--- src/hdl/ccfp_pkg.sv ---
// shared types and constants for the command frame parser
// used by every module of the parser; no dependencies
package ccfp_pkg;

  // frame framing bytes
  localparam logic [7:0] HEADER_BYTE = 8'hAB;
  localparam logic [7:0] ACK_SYNC    = 8'hAA;
  localparam logic [7:0] ACK_TAG     = 8'hEF;
  localparam logic [7:0] ACK_LEN     = 8'h02;
  localparam logic [7:0] FUNC_IDLE   = 8'hFF;

  // sum of the four fixed leading ack bytes, mod 256
  localparam logic [7:0] ACK_PREFIX_SUM = 8'(ACK_SYNC + ACK_SYNC + ACK_TAG + ACK_LEN);

  // default payload limit
  localparam int MAX_PAYLOAD_DEF = 49;

  // frame status codes
  localparam logic [1:0] ST_OK      = 2'd0;
  localparam logic [1:0] ST_BAD_SUM = 2'd1;
  localparam logic [1:0] ST_TOO_LONG = 2'd2;

  // configuration register indexes
  localparam logic [7:0] REG_X_MOVE    = 8'd0;
  localparam logic [7:0] REG_Y_MOVE    = 8'd1;
  localparam logic [7:0] REG_YAW_MOVE  = 8'd2;
  localparam logic [7:0] REG_SERVO_SET = 8'd3;

  // frame queue between front and back
  localparam int Q_DEPTH = 4;
  localparam int Q_AW    = 2;
  localparam int Q_CW    = 3;

  // number of payload bytes kept per frame
  localparam int HEAD_BYTES = 6;

  // acknowledged function codes
  typedef struct packed {
    logic [7:0] x_move;
    logic [7:0] y_move;
    logic [7:0] yaw_move;
    logic [7:0] servo_set;
  } codes_t;

  // one finished frame handed from front to back
  typedef struct packed {
    logic [1:0]                 status;
    logic [7:0]                 func;
    logic [HEAD_BYTES-1:0][7:0] head;
    logic [7:0]                 sum;
    logic                       ack;
  } frame_evt_t;

endpackage

--- src/hdl/ccfp_front.sv ---
// front end: byte-level frame parser, builds one frame record per checksum byte
// depends on ccfp_pkg
module ccfp_front #(
  parameter int MAX_PAYLOAD = ccfp_pkg::MAX_PAYLOAD_DEF
) (
  input  logic                 clk,
  input  logic                 rst,
  input  logic                 in_valid,
  output logic                 in_stall,
  input  logic [7:0]           rx_byte,
  input  ccfp_pkg::codes_t     codes,
  input  logic                 q_full,
  output logic                 evt_push,
  output ccfp_pkg::frame_evt_t evt
);
  import ccfp_pkg::*;

  localparam logic [1:0] PH_HUNT = 2'd0;
  localparam logic [1:0] PH_FUNC = 2'd1;
  localparam logic [1:0] PH_LEN  = 2'd2;
  localparam logic [1:0] PH_BODY = 2'd3;

  logic [1:0]                 phase, phase_next;
  logic [7:0]                 func_held, func_held_next;
  logic [7:0]                 length_held, length_held_next;
  logic [7:0]                 bytes_seen, bytes_seen_next;
  logic [7:0]                 running_sum, running_sum_next;
  logic [HEAD_BYTES-1:0][7:0] head, head_next;
  logic                       in_fire;
  logic                       code_hit;
  logic [1:0]                 status;

  // stall only when the frame queue has no room
  assign in_stall = q_full;
  assign in_fire  = in_valid && !q_full;

  // checksum status and ack decision for the frame ending with this byte
  always_comb begin
    if (length_held > 8'(MAX_PAYLOAD)) status = ST_TOO_LONG;
    else if (rx_byte != running_sum) status = ST_BAD_SUM;
    else status = ST_OK;
    code_hit = (func_held == codes.x_move) || (func_held == codes.y_move) ||
               (func_held == codes.yaw_move) || (func_held == codes.servo_set);
  end

  // parser next state
  always_comb begin
    phase_next       = phase;
    func_held_next   = func_held;
    length_held_next = length_held;
    bytes_seen_next  = bytes_seen;
    running_sum_next = running_sum;
    head_next        = head;
    evt_push         = 1'b0;
    evt.status       = status;
    evt.func         = func_held;
    evt.head         = head;
    evt.sum          = running_sum;
    evt.ack          = (status == ST_OK) && code_hit;
    if (in_fire) begin
      case (phase)
        PH_HUNT: begin
          if (rx_byte == HEADER_BYTE) begin
            running_sum_next = HEADER_BYTE;
            head_next        = '0;
            phase_next       = PH_FUNC;
          end
        end
        PH_FUNC: begin
          func_held_next   = rx_byte;
          running_sum_next = 8'(running_sum + rx_byte);
          phase_next       = PH_LEN;
        end
        PH_LEN: begin
          length_held_next = rx_byte;
          bytes_seen_next  = 8'd0;
          running_sum_next = 8'(running_sum + rx_byte);
          phase_next       = PH_BODY;
        end
        PH_BODY: begin
          if (bytes_seen != length_held) begin
            for (int i = 0; i < HEAD_BYTES; i++) begin
              if (bytes_seen == 8'(i)) head_next[i] = rx_byte;
            end
            bytes_seen_next  = 8'(bytes_seen + 8'd1);
            running_sum_next = 8'(running_sum + rx_byte);
          end else begin
            // checksum byte closes the frame
            evt_push         = 1'b1;
            phase_next       = PH_HUNT;
            func_held_next   = FUNC_IDLE;
            length_held_next = 8'd0;
            bytes_seen_next  = 8'd0;
          end
        end
        default: phase_next = PH_HUNT;
      endcase
    end
  end

  // control registers
  always_ff @(posedge clk) begin
    if (rst) begin
      phase       <= PH_HUNT;
      func_held   <= FUNC_IDLE;
      length_held <= 8'd0;
      bytes_seen  <= 8'd0;
      running_sum <= 8'd0;
    end else begin
      phase       <= phase_next;
      func_held   <= func_held_next;
      length_held <= length_held_next;
      bytes_seen  <= bytes_seen_next;
      running_sum <= running_sum_next;
    end
  end

  // payload head bytes, cleared at each header
  always_ff @(posedge clk) begin
    head <= head_next;
  end

  // frame closes only in the body phase with all payload seen
  a_push_at_end: assert property (@(posedge clk) disable iff (rst)
    evt_push |-> (phase == PH_BODY) && (bytes_seen == length_held))
    else $error("frame pushed outside checksum byte");

  // after the checksum byte the parser hunts again
  a_back_to_hunt: assert property (@(posedge clk) disable iff (rst)
    evt_push |=> (phase == PH_HUNT) && (bytes_seen == 8'd0))
    else $error("parser did not return to hunt");

  // payload count never passes the frame length
  a_seen_bound: assert property (@(posedge clk) disable iff (rst)
    (phase == PH_BODY) |-> (bytes_seen <= length_held))
    else $error("payload count beyond length");

endmodule

--- src/hdl/ccfp_queue.sv ---
// small queue of finished frame records between front and back
// depends on ccfp_pkg
module ccfp_queue (
  input  logic                 clk,
  input  logic                 rst,
  input  logic                 push,
  input  ccfp_pkg::frame_evt_t wr_data,
  output logic                 full,
  input  logic                 pop,
  output logic                 not_empty,
  output ccfp_pkg::frame_evt_t rd_data
);
  import ccfp_pkg::*;

  frame_evt_t      mem [Q_DEPTH];
  logic [Q_AW-1:0] wr_ptr;
  logic [Q_AW-1:0] rd_ptr;
  logic [Q_CW-1:0] count;

  assign full      = (count == Q_CW'(Q_DEPTH));
  assign not_empty = (count != '0);
  assign rd_data   = mem[rd_ptr];

  // entry storage
  always_ff @(posedge clk) begin
    if (push) mem[wr_ptr] <= wr_data;
  end

  // pointers and fill count
  always_ff @(posedge clk) begin
    if (rst) begin
      wr_ptr <= '0;
      rd_ptr <= '0;
      count  <= '0;
    end else begin
      if (push) wr_ptr <= wr_ptr + 1'b1;
      if (pop) rd_ptr <= rd_ptr + 1'b1;
      if (push && !pop) count <= count + 1'b1;
      else if (pop && !push) count <= count - 1'b1;
    end
  end

  a_no_overflow: assert property (@(posedge clk) disable iff (rst)
    push |-> (!full || pop))
    else $error("push into full queue");

  a_no_underflow: assert property (@(posedge clk) disable iff (rst)
    pop |-> not_empty)
    else $error("pop from empty queue");

  a_count_bound: assert property (@(posedge clk) disable iff (rst)
    count <= Q_CW'(Q_DEPTH))
    else $error("queue count out of range");

endmodule

--- src/hdl/ccfp_back.sv ---
// back end: emits the frame result item and, for acknowledged frames, the acknowledge bytes
// depends on ccfp_pkg
module ccfp_back (
  input  logic                 clk,
  input  logic                 rst,
  input  logic                 q_not_empty,
  input  ccfp_pkg::frame_evt_t q_data,
  output logic                 q_pop,
  output logic                 out_valid,
  input  logic                 out_stall,
  output logic                 is_ack_byte,
  output logic [1:0]           frame_status,
  output logic [7:0]           function_code,
  output logic signed [15:0]   word_first,
  output logic signed [15:0]   word_second,
  output logic signed [15:0]   word_third,
  output logic [7:0]           sub_select,
  output logic signed [15:0]   servo_value,
  output logic [7:0]           ack_data,
  output logic                 last_of_run
);
  import ccfp_pkg::*;

  localparam logic [2:0] STEP_RESULT = 3'd0;
  localparam logic [2:0] STEP_SYNC0  = 3'd1;
  localparam logic [2:0] STEP_SYNC1  = 3'd2;
  localparam logic [2:0] STEP_TAG    = 3'd3;
  localparam logic [2:0] STEP_LEN    = 3'd4;
  localparam logic [2:0] STEP_FUNC   = 3'd5;
  localparam logic [2:0] STEP_SUM    = 3'd6;
  localparam logic [2:0] STEP_CHK    = 3'd7;

  frame_evt_t evt;
  logic       busy;
  logic [2:0] step;
  logic       out_fire;
  logic       last_beat;

  assign out_valid = busy;
  assign out_fire  = busy && !out_stall;
  assign last_beat = ((step == STEP_RESULT) && !evt.ack) || (step == STEP_CHK);
  assign q_pop     = q_not_empty && (!busy || (out_fire && last_beat));

  // working frame and beat counter
  always_ff @(posedge clk) begin
    if (rst) begin
      busy <= 1'b0;
      step <= STEP_RESULT;
    end else if (q_pop) begin
      busy <= 1'b1;
      step <= STEP_RESULT;
    end else if (out_fire) begin
      if (last_beat) busy <= 1'b0;
      step <= step + 3'd1;
    end
  end

  always_ff @(posedge clk) begin
    if (q_pop) evt <= q_data;
  end

  // output fields per beat
  always_comb begin
    is_ack_byte   = 1'b1;
    frame_status  = ST_OK;
    function_code = 8'd0;
    word_first    = 16'sd0;
    word_second   = 16'sd0;
    word_third    = 16'sd0;
    sub_select    = 8'd0;
    servo_value   = 16'sd0;
    ack_data      = 8'd0;
    last_of_run   = last_beat;
    case (step)
      STEP_RESULT: begin
        is_ack_byte   = 1'b0;
        frame_status  = evt.status;
        function_code = evt.func;
        word_first    = signed'({evt.head[0], evt.head[1]});
        word_second   = signed'({evt.head[2], evt.head[3]});
        word_third    = signed'({evt.head[4], evt.head[5]});
        sub_select    = evt.head[0];
        servo_value   = signed'({evt.head[1], evt.head[2]});
      end
      STEP_SYNC0: ack_data = ACK_SYNC;
      STEP_SYNC1: ack_data = ACK_SYNC;
      STEP_TAG:   ack_data = ACK_TAG;
      STEP_LEN:   ack_data = ACK_LEN;
      STEP_FUNC:  ack_data = evt.func;
      STEP_SUM:   ack_data = evt.sum;
      STEP_CHK:   ack_data = 8'(ACK_PREFIX_SUM + evt.func + evt.sum);
      default:    ack_data = 8'd0;
    endcase
  end

  // ack beats only follow an ok frame with a matching code
  a_ack_only_ok: assert property (@(posedge clk) disable iff (rst)
    (busy && (step != STEP_RESULT)) |-> (evt.ack && (evt.status == ST_OK)))
    else $error("ack byte for a frame that is not acknowledged");

  // a stalled beat keeps its place
  a_hold_on_stall: assert property (@(posedge clk) disable iff (rst)
    (busy && out_stall) |=> busy && $stable(step))
    else $error("beat lost under stall");

  // no new frame is loaded while a beat is still pending
  a_pop_when_free: assert property (@(posedge clk) disable iff (rst)
    q_pop |-> (!busy || (out_fire && last_beat)))
    else $error("frame loaded over a pending beat");

endmodule

--- src/hdl/checksummed_command_frame_parser_unit.sv ---
// A frame record is queued as its checksum byte is accepted, then loaded into the back
// end before its result item is offered. Throughput: one received byte per cycle,
// stalled only while the 4-entry frame queue is full. Per frame the back end offers a
// result item, plus acknowledge bytes if acknowledged. Reset is synchronous: the parser
// hunts for a header and the function code registers return to 1, 2, 3 and 4.
module checksummed_command_frame_parser_unit #(
  parameter int MAX_PAYLOAD = ccfp_pkg::MAX_PAYLOAD_DEF
) (
  input  logic                clk,
  input  logic                rst,
  input  logic                in_valid,
  output logic                in_stall,
  input  logic [7:0]          rx_byte,
  output logic                out_valid,
  input  logic                out_stall,
  output logic                is_ack_byte,
  output logic [1:0]          frame_status,
  output logic [7:0]          function_code,
  output logic signed [15:0]  word_first,
  output logic signed [15:0]  word_second,
  output logic signed [15:0]  word_third,
  output logic [7:0]          sub_select,
  output logic signed [15:0]  servo_value,
  output logic [7:0]          ack_data,
  output logic                last_of_run,
  input  logic                cfg_valid,
  output logic                cfg_ready,
  input  logic [7:0]          cfg_index,
  input  logic [7:0]          cfg_data
);
  import ccfp_pkg::*;

  codes_t     codes;
  logic       q_full;
  logic       q_not_empty;
  logic       q_push;
  logic       q_pop;
  frame_evt_t evt_in;
  frame_evt_t evt_out;

  assign cfg_ready = 1'b1;

  // function code registers; writes beyond the list are dropped
  always_ff @(posedge clk) begin
    if (rst) begin
      codes.x_move    <= 8'd1;
      codes.y_move    <= 8'd2;
      codes.yaw_move  <= 8'd3;
      codes.servo_set <= 8'd4;
    end else if (cfg_valid && cfg_ready) begin
      case (cfg_index)
        REG_X_MOVE:    codes.x_move    <= cfg_data;
        REG_Y_MOVE:    codes.y_move    <= cfg_data;
        REG_YAW_MOVE:  codes.yaw_move  <= cfg_data;
        REG_SERVO_SET: codes.servo_set <= cfg_data;
        default: ;
      endcase
    end
  end

  ccfp_front #(
    .MAX_PAYLOAD (MAX_PAYLOAD)
  ) u_front (
    .clk      (clk),
    .rst      (rst),
    .in_valid (in_valid),
    .in_stall (in_stall),
    .rx_byte  (rx_byte),
    .codes    (codes),
    .q_full   (q_full),
    .evt_push (q_push),
    .evt      (evt_in)
  );

  ccfp_queue u_queue (
    .clk       (clk),
    .rst       (rst),
    .push      (q_push),
    .wr_data   (evt_in),
    .full      (q_full),
    .pop       (q_pop),
    .not_empty (q_not_empty),
    .rd_data   (evt_out)
  );

  ccfp_back u_back (
    .clk           (clk),
    .rst           (rst),
    .q_not_empty   (q_not_empty),
    .q_data        (evt_out),
    .q_pop         (q_pop),
    .out_valid     (out_valid),
    .out_stall     (out_stall),
    .is_ack_byte   (is_ack_byte),
    .frame_status  (frame_status),
    .function_code (function_code),
    .word_first    (word_first),
    .word_second   (word_second),
    .word_third    (word_third),
    .sub_select    (sub_select),
    .servo_value   (servo_value),
    .ack_data      (ack_data),
    .last_of_run   (last_of_run)
  );

endmodule

--- config.mk ---
export PLATFORM = sky130hd
export DESIGN_NAME = checksummed_command_frame_parser_unit
export DESIGN_NICKNAME = d
export VERILOG_FILES = /design/src/hdl/ccfp_pkg.sv /design/src/hdl/ccfp_front.sv /design/src/hdl/ccfp_queue.sv /design/src/hdl/ccfp_back.sv /design/src/hdl/checksummed_command_frame_parser_unit.sv
export SDC_FILE = /design/constraint.sdc
export NUM_CORES = 1
export LEC_CHECK = 0
export BUFFER_PORTS_ARGS = -buffer_cell sky130_fd_sc_hd__clkbuf_2
export CORE_MARGIN = 2
export CORE_UTILIZATION = 60
export DETAILED_ROUTE_END_ITERATION = 16
export PLACE_DENSITY = 0.79
export SYNTH_ARGS = -nofsm -noshare
export SYNTH_HDL_FRONTEND = slang
export SYNTH_HIERARCHICAL = 1
export SYNTH_SLANG_ARGS = --single-unit
--- constraint.sdc ---
create_clock -name clk -period 4.5 [get_ports clk]
set_input_delay 0.225 -clock clk [delete_from_list [all_inputs] [get_ports clk]]
set_output_delay 0.225 -clock clk [all_outputs]
set_load 0.02 [all_outputs]
==> metrics.md, run 1 <==
| Metric | Value |
|---|---|
| Post-Syn Area | about 0.019 mm^2 |
| Final hold violations | 0 |
| Slew headroom | between 20% and 30% |
| Yosys warning count | 6 |
| Layout fillers | about 2000 |
| Tightest Pin Transition | between 1 and 1.5 ns |
| ANT cells | 0 |
| Post-route non-filler standard cell count | between 1500 and 2000 |
| Number of nets in the layout | 1288 |
| Htree depth | 2 |
| Gate Count Post-Synth | roughly 1100 |
| DRT antenna net count | 0 |
| R2r endpoint | u_queue/mem[1][4] |
| Min-delay worst type | input port to flop |
| Root Driver | clkbuf_16 |
| Cell Pwr Density | 430 mW/mm^2 |
| Hold slack | 0.0231 ns |
| Status | finished, final reports clean |
| Min cycle time layout | slightly above 3 ns |
| R2r startpoint | u_front/bytes_seen[4] |
| Total Wirelength | 38.2 mm |
| Clock transition at path regs | 0.06 ns |
| Cells along the critical path | ha_1, ha_1, inv_1, fa_1, nor2b_1, o31ai_1, o311ai_1, clkbuf_2 |
| Area delta synth->final | 12.6% |
| Max incr delay on CP | 0.48 ns |
| Routability Congestion | approximately 0.90 |
| Seq cells post-synth | 462 |
| Number of CTS-inserted buffers | 45 |
| Total GRT Usage | between 20% and 30% |
| Setup TNS | 0 ns |
| Net count after synthesis | 1180 |
| IO buf count | 122 |
| Clock latency on the worst-skew pair | about 0.56 ns |
| Antenna violations before repair | 0 |
| Max Freq | about 320 MHz |
| CP Max Fanout | 3 |
| Finished Core Util | 68.7% |
| Commonest non-fill, non-tap cell in the layout | edfxtp_1 |
| Max Cap Violations | 0 |
| Reg2reg setup slack | 1.48 ns |
| FP Rows | 64 |
| Core area | 0.0307 mm^2 |
| CP top delay family | adder cells |
| Hold depth | 2 |
| Distinct cell type count after synthesis | 67 |
| Clock Skew | 0.0225 ns |
| DRC | 0 |
| WHS Endpoint | u_front/length_held[2] |
| Clock sinks | between 400 and 500 |
| R2r worst-path depth | 6 |
| First-pass GRT wire length | 58.5 mm |
| Sequential share of the synthesized area | 69.9% |
| HPWL Detailed | 22.0 mm |
| Vias in the first global route | roughly 10000 |
| Detailed Routing Iterations Pass 1 | 5 |
| Prevailing post-synth register cell | edfxtp_1 |
| CTS tree | done |
| First DRT Iteration DRCs | between 1000 and 1500 |
| I/O pin count | 124 |
| RSZ-0062 raised after global routing | no |
| Setup violations, final | 0 |
| Final worst path period share | 69.0% |
| HP Start | rx_byte[2] |
| Avg WL per Cell | between 20 and 25 um |
| Fin. max-slew vios | 0 |
| Largest net degree at the start of global routing | 73 |
| Buf/Inv on CP | 2 |
| Worst path slowest cell | edfxtp_1 |
| Die area | between 0.03 and 0.04 mm^2 |
| Crit end category | output port |
| Clk buf depth | 3 |
| Static leakage | 7.30 nW |
| Commonest cells after routing, fill and taps aside | 383 x edfxtp_1, 122 x clkbuf_2, 77 x dfxtp_1, 67 x mux4_2, 64 x and2_1 |
| Worst Path Arrival | 2.88 ns |
| Die Span Y | about 180 um |
| Critical Path RT | 4.28 ns |
| Post-synth EDFFs | 383 |
| Mean Syn Cell Area | roughly 17 um^2 |
| Cells after DPL | 1561 |
| FFs w/ async S/R, synth | 0% |
| Die W | approximately 180 um |
| Worst VDD drop | approximately 0.00032 V |
| Share of layout cells above drive strength 1 | 23.0% |
| Drt via density | 5.91 |
| Starting density of the core | 61.0% |
| Most frequent CP cell | ha_1 |
| Vias | 9740 |
| Worst setup SP type | flop |
| Gr ovfl total | 0 |
| WS Path Type | flop to output port |
[synthesized netlist by cell type, types with 5 or more instances]
| cell | count | area [um^2] |
|---|---|---|
| edfxtp_1 | 383 | 11500 |
| dfxtp_1 | 79 | 1580 |
| and2_1 | 68 | 425 |
| mux4_2 | 67 | 1510 |
| nor2_1 | 48 | 180 |
| nand2b_1 | 44 | 275 |
| ha_1 | 40 | 500 |
| mux2i_1 | 36 | 360 |
| inv_1 | 32 | 120 |
| xor2_1 | 32 | 280 |
| buf_4 | 30 | 225 |
| xnor2_1 | 27 | 236 |
| clkbuf_1 | 23 | 86.3 |
| a21oi_1 | 21 | 105 |
| nand2_1 | 17 | 63.8 |
| nor3_1 | 15 | 75.1 |
| a22o_1 | 9 | 78.8 |
| buf_2 | 9 | 45.0 |
| nor4_1 | 9 | 56.3 |
| o21ai_0 | 9 | 45.0 |
| o22ai_1 | 9 | 56.3 |
| nand4_1 | 7 | 43.8 |
| nand3_1 | 6 | 30.0 |
| nor2b_1 | 6 | 37.5 |
| o21a_1 | 6 | 45.0 |
| buf_1 | 5 | 18.8 |
[cell families (layout without fill, tap and decap cells)]
logic type	count (synthesis)	after routing	share of synthesized area [%]
compound gates	88	88	3.37
xor+xnor	60	60	2.88
fa+ha+maj	43	43	3.00
buf+inv	106	250	3.26
flops	462	462	69.9
mux	103	103	9.99
other cells	1	1	0.0200
simple gates	245	245	7.57
[final cells by class]
type | instances | area (um^2) | area share, %
inverters | 32 | 120 | 0.570
well taps | 396 | 495 | 2.35
clock buffers | 52 | 1160 | 5.52
clock inverters | 31 | 389 | 1.85
flip-flops and latches | 462 | 13100 | 62.1
repair buffers | 135 | 768 | 3.65
multi-input cells | 540 | 5040 | 23.9
[worst max-delay path by stage]
stage                                     start            endpoint  cells after the start
after floorplan                  u_back/step[0]    u_queue/count[2]                     11
after global placement    u_front/bytes_seen[3]   u_queue/mem[1][1]                      6
after detailed placement  u_front/bytes_seen[2]  u_queue/mem[1][30]                      6
after CTS                        u_back/evt[58]         ack_data[7]                      8
after global routing      u_front/bytes_seen[2]   u_queue/mem[1][4]                      6
final                            u_back/evt[58]         ack_data[7]                      8
[worst reg2reg max path, cell delays in order, from the launching register on]
cell and delay [ns]:
dfxtp_1 0.36, xor2_1 0.18, nor4_1 0.44, and3_1 0.27, and2_1 0.31, and2_2 0.76, buf_12 0.36
[what timing repair did]
action / 4_1_cts / 5_1_grt
gates resized for setup: 0 / 0
hold endpoints to repair: 10 / 0
hold buffers: 4 / 0
buffers inserted: 0 / 0
[stage by stage]
stage / power (mW) / instance area (um^2) / setup WS, ns
4_1_cts: 9.11 / 21100 / 1.43
6_report: 9.05 / 21100 / 1.40
3_3_place_gp: 5.20 / 19500 / 1.56
2_1_floorplan: 5.11 / 18700 / 0.482
5_1_grt: 9.33 / 21100 / 1.15
3_5_place_dp: 5.22 / 19500 / 1.47
[per-layer routing]
layer  routed length, um  global-route usage (%)  vias to the layer above
met5                   0                       0                        -
met4                 921                    6.74                        0
met3                2920                    4.37                       59
met2               19600                    40.5                      427
met1               14800                    31.6                     4867
li1                    -                       -                     4387
[where the power goes]
part,switching (mW),leakage [nW],internal [mW]
combinational,0.267,2.45,0.171
clock,1.60,0.749,2.33
sequential,0.0390,4.10,4.65
total,1.90,7.30,7.15
[registers in the layout, indices dropped and copies added, names as in the netlist, 2 cells and up, named ones only]
signal,count
codes,32
u_back/evt,67
u_back/step,3
u_front/bytes_seen,8
u_front/evt,48
u_front/func_held,8
u_front/length_held,8
u_front/phase,2
u_front/running_sum,8
u_queue/count,3
u_queue/mem,268
u_queue/rd_ptr,2
u_queue/wr_ptr,2
No activity file was read; power rests on OpenSTA's default activity.
==> inputs of run 2 (changes only) <==
--- a/config.mk
+++ b/config.mk
@@ -5,11 +5,12 @@
 export SDC_FILE = /design/constraint.sdc
 export NUM_CORES = 1
 export LEC_CHECK = 0
+export ABC_AREA = 1
 export BUFFER_PORTS_ARGS = -buffer_cell sky130_fd_sc_hd__clkbuf_2
 export CORE_MARGIN = 2
-export CORE_UTILIZATION = 60
+export CORE_UTILIZATION = 61
 export DETAILED_ROUTE_END_ITERATION = 16
-export PLACE_DENSITY = 0.79
+export PLACE_DENSITY = 0.8
 export SYNTH_ARGS = -nofsm -noshare
 export SYNTH_HDL_FRONTEND = slang
 export SYNTH_HIERARCHICAL = 1
==> constraint.sdc (replaced) <==
create_clock -name clk -period 3.1 [get_ports clk]
set_input_delay 0.155 -clock clk [delete_from_list [all_inputs] [get_ports clk]]
set_output_delay 0.155 -clock clk [all_outputs]
set_load 0.02 [all_outputs]
==> run 2 against run 1 <==
Against the previous run: cell area grew 4.1%; clock power rose by 35%; critical path type unchanged; first-iteration DRC count up 6.7%; hold slack better by 0.022 ns; critical endpoint unchanged.
==> metrics.md, run 2 <==
| Metric | Value |
|---|---|
| Status | finished, final reports clean |
| Core area | between 0.03 and 0.04 mm^2 |
| Commonest cells after routing, fill and taps aside | 383 x edfxtp_1, 282 x nor2_1, 204 x nand2_1, 168 x inv_1, 154 x o21ai_0 |
| Antenna violations before repair | 0 |
| Yosys warning count | 6 |
| Seq cells post-synth | 462 |
| Max Cap Violations | 0 |
| Area delta synth->final | 11.9% |
| Commonest non-fill, non-tap cell in the layout | edfxtp_1 |
| Worst VDD drop | 0.000752 V |
| Number of nets in the layout | 1923 |
| Post-synth EDFFs | 383 |
| HPWL Detailed | 24.5 mm |
| FFs w/ async S/R, synth | 0% |
| Clk buf depth | 3 |
| Post-synthesis mux area share | 0.0575% |
| Worst Path Arrival | approximately 2.5 ns |
| Net count after synthesis | 1819 |
| Htree depth | 2 |
| Tightest Pin Transition | 1.02 ns |
| Mean Syn Cell Area | 11.2 um^2 |
| R2r worst-path depth | 10 |
| IO buf count | ~120 |
| Total GRT Usage | between 20% and 30% |
| Drt via density | 5.65 |
| Setup bufs post-CTS | 0 |
| Clock latency on the worst-skew pair | 0.56 ns |
| ANT cells | 0 |
| Clock sinks | 462 |
| Sequential share of the synthesized area | 66.8% |
| Vias in the first global route | 12800 |
| CTS tree | done |
| Distinct cell type count after synthesis | 47 |
| Area contributors post-synth | edfxtp_1 59%, dfxtp_1 8.1%, nor2_1 5.4% |
| Hold depth | 2 |
| Max reg flops | about 270 |
| Final worst path period share | 85.3% |
| Reg2reg setup slack | between 0.5 and 0.6 ns |
| DRC | 0 |
| DRT antenna net count | 0 |
| HP Start | rst |
| Post-route non-filler standard cell count | around 2300 |
| Largest regs | u_queue/mem x268, u_back/evt x67, u_front/evt x48 |
| I/O pin count | 124 |
| Synth cell count leaders | 383 x edfxtp_1, 282 x nor2_1, 204 x nand2_1 |
| Max Freq | 378 MHz |
| CP Max Fanout | 3 |
| Synth area leader | edfxtp_1 |
| Die area | 0.0336 mm^2 |
| Min cycle time layout | 2.65 ns |
| Clock Skew | around 0.019 ns |
| Post-Syn Area | approximately 0.020 mm^2 |
| Total Wirelength | slightly above 40 mm |
| Synth Area in Compound Gates | around 8.5% |
| Largest family of logic cells by synthesized area | simple AND/OR/NAND/NOR gates |
| Cell Pwr Density | 840 mW/mm^2 |
| Number of CTS-inserted buffers | 45 |
| Share of Yosys cell area claimed by the top area cell type | 58.7% |
| Hold slack | between 0.04 and 0.05 ns |
| RSZ-0062 raised after global routing | no |
| Slew headroom | 32.2% |
| R2r endpoint | u_queue/mem[3][44] |
| Largest Register | u_queue/mem |
| Gr ovfl total | 0 |
| Cells after DPL | 2189 |
| Detailed Routing Iterations Pass 1 | 7 |
| Starting density of the core | 62.1% |
| Setup TNS | 0 ns |
| Xor/xnor share of the synthesized area | 1.34% |
| WHS Endpoint | u_back/out_valid |
| Layout fillers | 2172 |
| Adder-Cell Fraction of Synth Area | 2.86% |
| Clock transition at path regs | approximately 0.06 ns |
| Finished Core Util | 69.5% |
| Fin. max-slew vios | 0 |
| WS Path Type | flop to output port |
| Most numerous cell in the Yosys netlist | edfxtp_1 |
| Static leakage | ~8.6 nW |
| Largest net degree at the start of global routing | 135 |
| R2r startpoint | u_front/bytes_seen[5] |
| First DRT Iteration DRCs | ~1100 |
| Worst setup SP type | flop |
| FP Rows | 65 |
| Min-delay worst type | input port to flop |
| Simple-Gate Fraction of Synth Area | a little over an eighth |
| Routability Congestion | 0.894 |
| Avg WL per Cell | 18.1 um |
| Prevailing post-synth register cell | edfxtp_1 |
| Die W | 183 um |
| Setup violations, final | 0 |
| First-pass GRT wire length | 65.0 mm |
| Gate Count Post-Synth | 1747 |
| Post_cts resized | 0 |
| Final hold violations | 0 |
| Crit end category | output port |
| Share of layout cells above drive strength 1 | roughly 15% |
| Vias | 12900 |
| Critical Path RT | 2.94 ns |
| Root Driver | clkbuf_16 |
| Die Span Y | 183 um |
-- run 2: cell count changes in the layout (fill, tap and decap cells not counted), moves of 13 or more --
cell,before,now
inv_2,0,15
dlygate4sd3_1,4,17
nand2_1,17,204
mux4_2,67,0
o22ai_1,9,69
nand2b_1,44,0
nand3_1,6,77
o21ai_0,9,154
nor2_1,48,282
and2_1,64,0
a21oi_1,21,59
xor2_1,32,8
inv_1,32,168
mux2i_1,36,0
-- run 2: repair_timing --
item | CTS | global route
endpoints found under the hold margin | 39 | 0
setup endpoints to repair | 0 | 0
hold buffers | 17 | 0
-- run 2: critical path, stage by stage, from the launching register on --
cell and delay, ns:
edfxtp_1 0.39, ha_1 0.30, ha_1 0.16, inv_1 0.06, fa_1 0.42, nor3_1 0.20, nor2_1 0.06, nand2_1 0.06
nand3_1 0.07, nand2_1 0.06, clkbuf_2 0.16
-- run 2: cells by family after synthesis --
kind of cell | count (synthesis)
AOI/OAI and AO/OA | 304
xor gates and xnor gates | 30
adders and majority gates | 43
buffers and inverters | 286
DFF | 462
muxes | 1
other | 1
and+or+nand+nor | 620
-- run 2: metrics by stage --
step,area (um^2),power (mW),worst slack (ns)
after floorplan,19700,11.9,0.00795
after global placement,20300,13.0,0.674
after detailed placement,20300,13.2,0.604
after CTS,21900,18.5,0.414
after global routing,21900,19.3,0.281
final,21900,18.4,0.454
-- run 2: worst max-delay path by stage --
stage                     startpoint  slack [ns]                 end  cells past startpoint
4_1_cts                u_back/evt[2]        0.41         ack_data[7]                     10
6_report               u_back/evt[2]        0.45         ack_data[7]                     10
3_5_place_dp   u_front/bytes_seen[1]        0.60    u_queue/count[1]                     11
5_1_grt                u_back/evt[2]        0.28         ack_data[7]                     10
3_3_place_gp   u_front/bytes_seen[1]        0.67  u_queue/mem[3][44]                      9
2_1_floorplan         u_back/step[0]       0.008    u_queue/count[2]                     18
-- run 2: layout make-up --
type,instances,area (um^2),share of cell area (%)
Timing Repair Buffer,158,998,4.55
Multi-Input combinational cell,999,5190,23.7
Clock buffer,52,1150,5.26
Inverter,185,703,3.21
Clock inverter,32,283,1.29
Tap cell,402,503,2.29
Sequential cell,462,13100,59.7
-- run 2: layer usage --
| layer | vias up | routed length, um | share of wire (%) | track usage (%) |
|---|---|---|---|---|
| met2 | 563 | 20700 | 50 | 43.3 |
| met4 | 0 | 1310 | 3.2 | 9.54 |
| li1 | 6155 | - | - | - |
| met5 | - | 0 | 0 | 0 |
| met3 | 96 | 2930 | 7.1 | 3.34 |
| met1 | 6126 | 16600 | 40 | 31.7 |
-- run 2: report_power, final --
group / internal [mW] / leakage, nW / switching (mW) / total (mW)
combinational: 1.57 / 3.63 / 3.80 / 5.37
clock: 3.02 / 0.701 / 2.29 / 5.31
sequential: 7.51 / 4.23 / 0.226 / 7.73
total: 12.1 / 8.56 / 6.32 / 18.4
==> inputs of run 3 (changes only) <==
==> constraint.sdc (replaced) <==
create_clock -name clk -period 3.1 [get_ports clk]
set_input_delay 0.465 -clock clk [delete_from_list [all_inputs] [get_ports clk]]
set_output_delay 0.465 -clock clk [all_outputs]
set_load 0.02 [all_outputs]
==> run 3 against run 2 <==
Against the previous run: setup slack got worse by 0.31 ns; hold slack better by 0.13 ns; non-clock buffer count decreased by 16; fmax shrank 11%; clock-buffer cell count increased by 7; largest power group unchanged.
==> metrics.md, run 3 (same netlist as run 2, synthesis figures left out) <==
| Metric | Value |
|---|---|
| Layout fillers | 2169 |
| Worst VDD drop | between 0.0005 and 0.0006 V |
| IO buf count | 122 |
| Clock latency on the worst-skew pair | 0.56 ns |
| Min-delay worst type | input port to flop |
| Commonest non-fill, non-tap cell in the layout | edfxtp_1 |
| HPWL Detailed | 24.1 mm |
| Setup violations, final | 0 |
| Setup bufs post-CTS | 0 |
| Static leakage | 8.49 nW |
| Number of CTS-inserted buffers | 45 |
| Routability Congestion | 0.914 |
| Largest net degree at the start of global routing | 100 |
| Max reg flops | between 200 and 300 |
| Final setup margin | 0.141 ns |
| Switching Fraction | around a third |
| Share of layout cells above drive strength 1 | 14.6% |
| Worst Path Arrival | 2.49 ns |
| Cell area after layout | 0.0218 mm^2 |
| Gr ovfl total | 0 |
| Cell Pwr Density | 843 mW/mm^2 |
| DRC | 0 |
| Total GRT Usage | 24.6% |
| HP Start | cfg_data[2] |
| Min cycle time layout | 2.96 ns |
| Setup TNS | 0 ns |
| Clk pwr share | between 20% and 30% |
| Number of nets in the layout | 1907 |
| Combinational Power Share | 29.2% |
| R2r endpoint | u_queue/count[2] |
| Clock transition at path regs | 0.06 ns |
| FP Rows | 65 |
| Die Span Y | 183 um |
| Max Cap Violations | 0 |
| Hold depth | 3 |
| First DRT Iteration DRCs | 1216 |
| ANT cells | 0 |
| I/O pin count | 124 |
| Pre-CTS setup slack | 0.564 ns |
| Fin. max-slew vios | 0 |
| Antenna violations before repair | 0 |
| Drt via density | 5.69 |
| Cells along the critical path | ha_1, ha_1, inv_1, fa_1, nor3_2, nor2_1, nand2_1, nand3_1, nand2_1, clkbuf_2 |
| Sequential share of power | a little over two fifths |
| Total Wirelength | 41.2 mm |
| Final worst path period share | about 95% |
| Status | finished, final reports clean |
| Crit end category | output port |
| Clock sinks | 462 |
| R2r worst-path depth | 16 |
| Final hold violations | 0 |
| Vias in the first global route | 12700 |
| R2r startpoint | u_front/bytes_seen[0] |
| WHS Endpoint | codes[2] |
| Tot Pwr | 18.4 mW |
| First-pass GRT wire length | 64.4 mm |
| Internal | 12.0 mW |
| Critical Path RT | about 2.6 ns |
| WS Path Type | flop to output port |
| Slew headroom | 38.6% |
| Core area | 0.0316 mm^2 |
| Detailed Routing Iterations Pass 1 | 6 |
| Avg WL per Cell | 18.1 um |
| DRT antenna net count | 0 |
| Area delta synth->final | 11.1% |
| Largest Register | u_queue/mem |
| Hold buffers post-CTS | 0 |
| DP Area | 0.0203 mm^2 |
| Root Driver | clkbuf_16 |
| RSZ-0062 raised after global routing | no |
| Worst path slowest cell | fa_1 |
| Tightest Pin Transition | 0.919 ns |
| Htree depth | 2 |
| Max incr delay on CP | 0.42 ns |
| Vias | approximately 13000 |
| Reg2reg setup slack | 0.57 ns |
| Max Freq | 338 MHz |
| Largest regs | u_queue/mem x268, u_back/evt x67, u_front/evt x48 |
| Clock Skew | 0.0240 ns |
| Finished Core Util | between 60% and 70% |
| Worst setup SP type | flop |
| Starting density of the core | 62.1% |
| Die area | 0.0336 mm^2 |
| CP Max Fanout | 3 |
| CTS tree | done |
| Switching power | 6.32 mW |
| Commonest cells after routing, fill and taps aside | 383 x edfxtp_1, 282 x nor2_1, 204 x nand2_1, 168 x inv_1, 154 x o21ai_0 |
| Clk buf depth | 3 |
| Die W | 183 um |
## run 3: cell types whose count changed in the layout (fill, tap and decap cells not counted), sizes merged
| cell | before | now |
|---|---|---|
| clkbuf | 174 | 181 |
| clkinvlp | 6 | 4 |
| inv | 188 | 185 |
| dlygate4sd3 | 17 | 0 |
| bufinv | 4 | 1 |
| buf | 19 | 20 |
## run 3: through the flow
step	hold WS, ns	instances
after global placement	0.425	2190
after global routing	0.193	2273
final	0.178	2273
after floorplan	0.412	1747
after CTS	0.170	2273
after detailed placement	0.460	2190
## run 3: final cells by class
type | count | area [um^2] | share of cell area [%]
clock inverters | 24 | 191 | 0.880
multi-input cells | 999 | 5200 | 23.9
well taps | 402 | 503 | 2.31
clock buffers | 59 | 1250 | 5.74
inverters | 185 | 703 | 3.23
flip-flops and latches | 462 | 13100 | 60.2
repair buffers | 142 | 823 | 3.78
## run 3: worst max path at each step
stage	startpoint	end	slack, ns	cells past startpoint
6_report	u_back/evt[58]	ack_data[7]	0.14	10
5_1_grt	u_back/evt[58]	ack_data[7]	0.001	10
4_1_cts	u_back/evt[58]	ack_data[7]	0.11	10
3_5_place_dp	u_front/bytes_seen[0]	u_queue/count[2]	0.56	16
3_3_place_gp	u_front/bytes_seen[1]	u_queue/count[2]	0.70	15
2_1_floorplan	u_back/step[0]	u_queue/count[2]	0.008	18
## run 3: layer usage
metal	track usage, %	share of wire [%]	vias up	routed length [um]
li1	-	-	6112	-
met4	9.38	2.9	0	1210
met5	0	0	-	0
met2	43.2	51	582	20900
met1	31.3	39	6155	16000
met3	3.20	7.5	94	3090
## run 3: power by group through the flow
stage                     sequential (mW)  combinational [mW]  clock [mW]
after floorplan                      7.79                4.12           0
after global placement               7.84                5.10           0
after detailed placement             7.87                5.29           0
after CTS                            7.75                5.35        5.30
after global routing                 7.80                5.88        5.55
final                                7.75                5.35        5.25
## run 3: worst max-delay path: cells and delay by family, from the launching register on
| family | cells | cell delay, ns |
|---|---|---|
| buffers and inverters | 2 | 0.21 |
| adders and majority gates | 3 | 0.88 |
| and+or+nand+nor | 5 | 0.45 |
| DFF | 1 | 0.40 |
## run 3: repair_timing
action / 4_1_cts / 5_1_grt
gates resized for setup: 0 / 1
hold endpoints to repair: 0 / 0
endpoints found under the setup margin: 0 / 1
